[src/dlr_pkg.sv]
// dlr_pkg: shared types and constants for the DDA line rasterizer.
// No dependencies; imported by every module of the block.
`default_nettype none

package dlr_pkg;

  localparam int COORD_W = 6;
  localparam int COLOR_W = 4;
  localparam logic [COLOR_W-1:0] COLOR_RESET = 4'd4;

  typedef struct packed {
    logic [COORD_W-1:0] x_start;
    logic [COORD_W-1:0] y_start;
    logic [COORD_W-1:0] x_end;
    logic [COORD_W-1:0] y_end;
  } line_t;

  typedef struct packed {
    logic [COORD_W-1:0] pixel_x;
    logic [COORD_W-1:0] pixel_y;
    logic [COLOR_W-1:0] color;
    logic               last_pixel;
  } pixel_t;

endpackage

`default_nettype wire

[src/dlr_divider.sv]
// dlr_divider: restoring divider, one quotient bit per cycle.
// Computes (dividend << FRACTION_BITS) / divisor for dividend <= divisor.
// Depends on dlr_pkg.
`default_nettype none

module dlr_divider
  import dlr_pkg::*;
#(
  parameter int FRACTION_BITS = 16
) (
  input  wire                        clk_i,
  input  wire                        rst_ni,
  input  wire                        load_i,
  input  wire  [COORD_W-1:0]         dividend_i,
  input  wire  [COORD_W-1:0]         divisor_i,
  output logic                       done_o,
  output logic [FRACTION_BITS:0]     quot_o
);

  localparam int CNT_W = $clog2(FRACTION_BITS + 1);
  localparam logic [CNT_W-1:0] CNT_LAST = CNT_W'(FRACTION_BITS);

  logic               run_q, run_d;
  logic [CNT_W-1:0]   cnt_q, cnt_d;
  logic [COORD_W:0]   rem_q, rem_d;
  logic [COORD_W-1:0] dsr_q, dsr_d;
  logic [FRACTION_BITS:0] q_q, q_d;
  logic               ge;
  logic [COORD_W:0]   rem_sub;

  // remainder stays below the divisor after each step, so rem << 1 fits
  assign ge      = (rem_q >= {1'b0, dsr_q});
  assign rem_sub = ge ? (rem_q - {1'b0, dsr_q}) : rem_q;
  assign quot_o  = {q_q[FRACTION_BITS-1:0], ge};
  assign done_o  = run_q && (cnt_q == CNT_LAST);

  always_comb begin
    run_d = run_q;
    cnt_d = cnt_q;
    rem_d = rem_q;
    dsr_d = dsr_q;
    q_d   = q_q;
    if (load_i) begin
      run_d = 1'b1;
      cnt_d = '0;
      rem_d = {1'b0, dividend_i};
      dsr_d = divisor_i;
      q_d   = '0;
    end else if (run_q) begin
      rem_d = {rem_sub[COORD_W-1:0], 1'b0};
      q_d   = quot_o;
      cnt_d = cnt_q + 1'b1;
      if (cnt_q == CNT_LAST) begin
        run_d = 1'b0;
      end
    end
  end

  always_ff @(posedge clk_i or negedge rst_ni) begin
    if (!rst_ni) begin
      run_q <= 1'b0;
      cnt_q <= '0;
    end else begin
      run_q <= run_d;
      cnt_q <= cnt_d;
    end
  end

  always_ff @(posedge clk_i) begin
    rem_q <= rem_d;
    dsr_q <= dsr_d;
    q_q   <= q_d;
  end

endmodule

`default_nettype wire

[src/dda_line_rasterizer.sv]
// dda_line_rasterizer: DDA line rasterizer top level, sequencer and walk datapath.
// Depends on dlr_pkg and dlr_divider.
//
// Channel   Direction  Handshake                       Payload
// line      in         start & !busy                   line_i (line_t)
// pixel     out        pixel_strobe_o, one cycle only  pixel_o (pixel_t)
// cfg       in         cfg_valid_i & cfg_ready_o       cfg_data_i (pixel colour)
//
// Sequence: a zero-length line leaves busy low. Otherwise busy stays high while
// the shared bit-serial divider forms the x and then the y increment, one
// quotient bit per cycle, and while the walk then emits one pixel per cycle.
// Reset: asynchronous, active low; colour returns to 4, the sequencer to idle.
// The start pixel appears the cycle after the transaction; the receiver cannot
// stall, so every pixel is shown for exactly one cycle.
`default_nettype none

module dda_line_rasterizer
  import dlr_pkg::*;
#(
  parameter int TILE_SIZE     = 64,
  parameter int FRACTION_BITS = 16
) (
  input  wire                clk_i,
  input  wire                rst_ni,
  input  wire                start,
  output logic               busy,
  input  wire  line_t        line_i,
  output logic               pixel_strobe_o,
  output pixel_t             pixel_o,
  input  wire                cfg_valid_i,
  output logic               cfg_ready_o,
  input  wire  [COLOR_W-1:0] cfg_data_i
);

  // Sequencer codes
  localparam logic [1:0] S_IDLE = 2'd0;
  localparam logic [1:0] S_DIVX = 2'd1;
  localparam logic [1:0] S_DIVY = 2'd2;
  localparam logic [1:0] S_WALK = 2'd3;

  // increment magnitude reaches 2^FB, plus a sign bit
  localparam int STEP_W = FRACTION_BITS + 2;
  // integer part, fraction and headroom for the sign
  localparam int ACC_W  = COORD_W + FRACTION_BITS + 2;
  localparam logic [COORD_W:0]   TILE_LIM = (COORD_W+1)'(TILE_SIZE);
  localparam logic [COORD_W-1:0] TILE_MAX = COORD_W'(TILE_SIZE - 1);

  logic [1:0]         state_q, state_d;
  logic [COLOR_W-1:0] color_q;
  logic               strobe_q, strobe_d;
  pixel_t             out_q, out_d;

  logic [COORD_W-1:0] steps_total_q, steps_total_d;
  logic [COORD_W-1:0] steps_done_q, steps_done_d;
  logic [COORD_W-1:0] ady_q, ady_d;
  logic               x_neg_q, x_neg_d, y_neg_q, y_neg_d;
  logic [STEP_W-1:0]  x_step_q, x_step_d, y_step_q, y_step_d;
  logic [ACC_W-1:0]   x_acc_q, x_acc_d, y_acc_q, y_acc_d;

  logic               accept;
  logic [COORD_W-1:0] xs, ys, xe, ye, adx, ady, steps;
  logic [ACC_W-1:0]   x_sum, y_sum;
  logic [STEP_W-1:0]  quot_pos;
  logic [COORD_W-1:0] steps_next;

  logic               div_load, div_done;
  logic [COORD_W-1:0] div_dividend;
  logic [FRACTION_BITS:0] div_quot;

  function automatic logic [COORD_W-1:0] clamp(input logic [COORD_W-1:0] v);
    logic [COORD_W-1:0] r;
    r = ({1'b0, v} >= TILE_LIM) ? TILE_MAX : v;
    return r;
  endfunction

  assign busy        = (state_q != S_IDLE);
  assign accept      = start && !busy;
  assign cfg_ready_o = !busy;

  // Clamp into the tile, then per-axis distance and step count
  assign xs    = clamp(line_i.x_start);
  assign ys    = clamp(line_i.y_start);
  assign xe    = clamp(line_i.x_end);
  assign ye    = clamp(line_i.y_end);
  assign adx   = (xe >= xs) ? (xe - xs) : (xs - xe);
  assign ady   = (ye >= ys) ? (ye - ys) : (ys - ye);
  assign steps = (adx > ady) ? adx : ady;

  // One divider, x increment first, then y
  assign div_load     = (accept && (steps != '0)) || (state_q == S_DIVX && div_done);
  assign div_dividend = accept ? adx : ady_q;
  assign quot_pos     = {1'b0, div_quot};

  dlr_divider #(
    .FRACTION_BITS(FRACTION_BITS)
  ) u_div (
    .clk_i      (clk_i),
    .rst_ni     (rst_ni),
    .load_i     (div_load),
    .dividend_i (div_dividend),
    .divisor_i  (accept ? steps : steps_total_q),
    .done_o     (div_done),
    .quot_o     (div_quot)
  );

  // Accumulators carry a pre-added half, so rounding is just truncation
  assign x_sum      = x_acc_q + {{(ACC_W-STEP_W){x_step_q[STEP_W-1]}}, x_step_q};
  assign y_sum      = y_acc_q + {{(ACC_W-STEP_W){y_step_q[STEP_W-1]}}, y_step_q};
  assign steps_next = steps_done_q + 1'b1;

  always_comb begin
    state_d       = state_q;
    strobe_d      = 1'b0;
    out_d         = out_q;
    steps_total_d = steps_total_q;
    steps_done_d  = steps_done_q;
    ady_d         = ady_q;
    x_neg_d       = x_neg_q;
    y_neg_d       = y_neg_q;
    x_step_d      = x_step_q;
    y_step_d      = y_step_q;
    x_acc_d       = x_acc_q;
    y_acc_d       = y_acc_q;
    case (state_q)
      S_IDLE: begin
        if (accept) begin
          // start pixel goes out right away
          strobe_d         = 1'b1;
          out_d.pixel_x    = xs;
          out_d.pixel_y    = ys;
          out_d.color      = color_q;
          out_d.last_pixel = (steps == '0);
          steps_total_d    = steps;
          steps_done_d     = '0;
          ady_d            = ady;
          x_neg_d          = (xe < xs);
          y_neg_d          = (ye < ys);
          x_step_d         = '0;
          y_step_d         = '0;
          x_acc_d          = {2'b00, xs, 1'b1, {(FRACTION_BITS-1){1'b0}}};
          y_acc_d          = {2'b00, ys, 1'b1, {(FRACTION_BITS-1){1'b0}}};
          if (steps != '0) begin
            state_d = S_DIVX;
          end
        end
      end
      S_DIVX: begin
        if (div_done) begin
          x_step_d = x_neg_q ? (STEP_W'(0) - quot_pos) : quot_pos;
          state_d  = S_DIVY;
        end
      end
      S_DIVY: begin
        if (div_done) begin
          y_step_d = y_neg_q ? (STEP_W'(0) - quot_pos) : quot_pos;
          state_d  = S_WALK;
        end
      end
      S_WALK: begin
        x_acc_d          = x_sum;
        y_acc_d          = y_sum;
        steps_done_d     = steps_next;
        strobe_d         = 1'b1;
        // a negative position saturates to column or row zero
        out_d.pixel_x    = x_sum[ACC_W-1] ? '0
                         : x_sum[FRACTION_BITS+COORD_W-1:FRACTION_BITS];
        out_d.pixel_y    = y_sum[ACC_W-1] ? '0
                         : y_sum[FRACTION_BITS+COORD_W-1:FRACTION_BITS];
        out_d.color      = color_q;
        out_d.last_pixel = (steps_next == steps_total_q);
        if (steps_next == steps_total_q) begin
          state_d = S_IDLE;
        end
      end
      default: begin
        state_d = S_IDLE;
      end
    endcase
  end

  always_ff @(posedge clk_i or negedge rst_ni) begin
    if (!rst_ni) begin
      state_q  <= S_IDLE;
      strobe_q <= 1'b0;
      color_q  <= COLOR_RESET;
    end else begin
      state_q  <= state_d;
      strobe_q <= strobe_d;
      if (cfg_valid_i && cfg_ready_o) begin
        color_q <= cfg_data_i;
      end
    end
  end

  always_ff @(posedge clk_i) begin
    out_q         <= out_d;
    steps_total_q <= steps_total_d;
    steps_done_q  <= steps_done_d;
    ady_q         <= ady_d;
    x_neg_q       <= x_neg_d;
    y_neg_q       <= y_neg_d;
    x_step_q      <= x_step_d;
    y_step_q      <= y_step_d;
    x_acc_q       <= x_acc_d;
    y_acc_q       <= y_acc_d;
  end

  assign pixel_strobe_o = strobe_q;
  assign pixel_o        = out_q;

endmodule

`default_nettype wire

[config.mk]
export PLATFORM = sky130hd
export DESIGN_NAME = dda_line_rasterizer
export DESIGN_NICKNAME = d
export VERILOG_FILES = /design/src/dlr_pkg.sv /design/src/dlr_divider.sv /design/src/dda_line_rasterizer.sv
export SDC_FILE = /design/constraint.sdc
export NUM_CORES = 1
export LEC_CHECK = 0
export BUFFER_PORTS_ARGS = -buffer_cell sky130_fd_sc_hd__buf_2
export CORE_MARGIN = 4
export CORE_UTILIZATION = 57
export DETAILED_ROUTE_END_ITERATION = 12
export PLACE_DENSITY = 0.81
export SLEW_MARGIN = 20
export SYNTH_ARGS = -nofsm -noshare
export SYNTH_HDL_FRONTEND = slang
export SYNTH_HIERARCHICAL = 1
export SYNTH_SLANG_ARGS = --single-unit
[constraint.sdc]
create_clock -name clk_i -period 6.4 [get_ports clk_i]
set_input_delay 1.92 -clock clk_i [delete_from_list [all_inputs] [get_ports clk_i]]
set_output_delay 1.92 -clock clk_i [all_outputs]
set_load 0.1 [all_outputs]
==> out/metrics.yaml <==
yosys:
  synth_top_cells_by_count: "133 x edfxtp_1, 89 x ha_1, 87 x nor2_1"
  avgSynthCellArea_um2: 10.3
  synth_edf_count: 133
  synth_xor_area_frac: 0.0708
  synth_fa_ha_area_frac: 0.117
  yosys.area_share.simple: 0.163
  synth.area.top_cells: "edfxtp_1 37%, ha_1 10%, xnor2_1 4.5%"
  synthesis.nets: 1172
  synth_seq_cells: 163
  ys.warnings.count: 6
  syn_area_um2: 10700
  ys.flop_type: "edfxtp_1"
  synthCells: 1044
  synth_top_family_by_area: "simple AND/OR/NAND/NOR gates"
  synth_compound_area_frac: 0.140
  async_reset_ff_frac: 0.0798
  synth_top_area_frac: 0.373
  synth_largest_area_cell: "edfxtp_1"
  seq_area_frac_synth: 0.435
  ys_types: 81
  synthMuxAreaShare: 0.0373
  synth_most_common_cell: "edfxtp_1"
setup_path:
  worstPathMaxFanout: 15
  critPathSlowestCell: "o21ai_2"
  max_stage_delay_ps: 480
  reg2reg_from: "u_div/rem_q[2]"
  r2r_end: "y_step_q[16]"
  crit_path_start_kind: "input pin"
  required_ps: 6590
  cp-end-kind: "flip-flop"
  rr_worst_depth: 16
  worstSetupPathType: "input pin to flip-flop"
  crit_arrival_ps: 6090
  rrSetupSlack_ps: 2220
  path_cells: "buf_2 -> inv_1 -> ha_1 -> inv_1 -> fa_1 -> a211oi_1 -> o21ai_0 -> nand2_1 -> mux2i_1 -> xor2_1 -> ha_1 -> a21boi_0 -> o32a_1 -> nand4_1 -> or3_1 -> o21ai_0 -> o21ai_2 -> nor2b_1 -> a221o_1"
  path_buf_inv: 3
  cpLargestDelayFamily: "compound AO/OA/AOI/OAI gates"
global_routing:
  grt_pass1_vias: 7755
  grt_use_met1: 0.283
  top_usage_layer: "met2"
  grt_util_met2: 0.367
  grt_pass1_wl_mm: 37.7
  grtUsageTotal: 0.217
  grt_max_degree: 60
  gr-total-overflow: 0
  met3_usage: 0.0427
  antenna_found_initial: 0
die:
  die_x_um: 145
  fp.dieH_um: 145
  coreArea_um2: 18200
  boundaryPins: 52
  dieArea_um2: 21100
  num_rows: 49
  start_util: 0.589
clock_tree:
  cts_tree: "built"
  clockBufferDepth: 2
  cts.htree.levels: 4
  holdBufCountCts: 0
  clkTransAtPathRegs_ps: 70
  root_buffer: "clkbuf_16"
  cts_resized: 0
  cts_setup_buffers: 0
  clk_latency_ps: 440
  numCtsBuffers: 17
  clock_sinks: 163
layout:
  postLayoutCoreUtil: 0.649
  syn_to_final_growth_pct: 10.2
  layout-drive-gt1-share: 0.122
  fin_cells: 1339
  fillerInstances: 1401
  fin_nets: 1225
  diodes: 0
sta:
  worst_pin_slew_ps: 952
  period_needed_ps: 5900
  fmax_mhz: 169
  setup_violations: 0
  hold_viol: 0
  relSlewSlack: 0.364
  rsz0062_at_grt: "no"
  skew_ps: 13.9
  slew_violations: 0
  tns_ps: 0
  finalCritPeriodShare: 0.922
routing:
  drt_pass1_iterations: 5
  antenna_left: 0
  via_count: 7955
  drtIter0Drc: 525
  drc: 0
  wl_per_cell_um: 17.2
  viasPerCell: 5.94
  totalWireLength_mm: 23.0
worst_hold_path:
  worstHoldPathType: "flip-flop to flip-flop"
  hold_path_end: "pixel_o[4]"
  worstHoldStart: "color_q[3]"
  hold_depth: 0
outcome:
  status: "finished clean"
job:
  maxCapViolCount: 0
place:
  io_buffer_count: 51
  place_inst: 1307
  place_congestion: 0.904
  hpwlAfterDp_mm: 16.5
layout by cell type (no fill, tap or decap), types with 23 or more instances in the layout:
| cell | instances |
|---|---|
| inv_1 | 72 |
| mux2i_1 | 27 |
| nor2b_1 | 25 |
| nor2_1 | 87 |
| buf_2 | 51 |
| o21ai_0 | 43 |
| a21oi_1 | 49 |
| a21o_1 | 23 |
| xor2_1 | 28 |
| nor3_1 | 23 |
| and2_1 | 39 |
| ha_1 | 89 |
| xnor2_1 | 55 |
| edfxtp_1 | 133 |
| nand2_1 | 85 |
flip-flops by register name, summed over array words and instances, names as in the netlist, 2 cells and up:
signal and flops:
u_div/q_q 16, pixel_o 17, y_step_q 18, y_acc_q 24, state_q 2, color_q 4
steps_done_q 6, x_step_q 18, u_div/dsr_q 6, ady_q 6, x_acc_q 24, u_div/cnt_q 5
steps_total_q 6, u_div/rem_q 7
layout make-up:
type	count	area, um^2	share of cell area
clock inverter	15	141	0.0120
inverter	74	278	0.0235
sequential	163	4660	0.395
clock buffer	17	425	0.0360
multi-input combinational	778	5680	0.480
timing repair buffer	63	345	0.0292
tap	229	287	0.0243
per-stage QoR:
stage / hold slack [ps] / instance area, um^2 / setup WS, ps
detailed placement: 439 / 11200 / 127
finish: 445 / 11800 / 499
CTS: 447 / 11800 / 577
global placement: 426 / 11200 / 265
floorplan: 419 / 10700 / 50.8
global route: 451 / 11800 / 237
worst max path at each step:
stage	cells past startpoint	to	from
global route	20	u_div/rem_q[3]	line_i[6]
floorplan	19	u_div/rem_q[0]	line_i[6]
finish	19	u_div/rem_q[4]	line_i[6]
global placement	18	u_div/rem_q[0]	line_i[2]
detailed placement	19	u_div/rem_q[1]	line_i[6]
CTS	19	u_div/rem_q[3]	line_i[6]
logic make-up (layout without fill, tap and decap cells):
| family | count (synthesis) | in the layout |
|---|---|---|
| compound gates | 216 | 216 |
| xor+xnor | 85 | 85 |
| fa+ha+maj | 96 | 96 |
| buf+inv | 103 | 169 |
| flops | 163 | 163 |
| mux | 38 | 38 |
| simple gates | 343 | 343 |
routing by layer:
metal,part of all wire,routed length [um],vias to the layer above
met5,0,0,-
li1,-,-,3877
met1,0.44,10100,3799
met4,0.020,459,0
met2,0.48,11100,232
met3,0.055,1260,47
worst reg2reg max path: stages (launching register included):
cell	delay, ps
edfxtp_1	420
ha_1	380
and3_4	200
o21a_4	120
o41ai_4	280
buf_4	240
inv_1	130
inv_1	80
ha_1	170
or3b_4	400
or3_4	370
nor4b_4	290
nand3b_1	150
or3_1	340
nand2_1	90
xnor2_1	60
and2_1	180
Power is not shown: default switching activity piles up to over one toggle a cycle in this logic, so the estimate is an artifact.
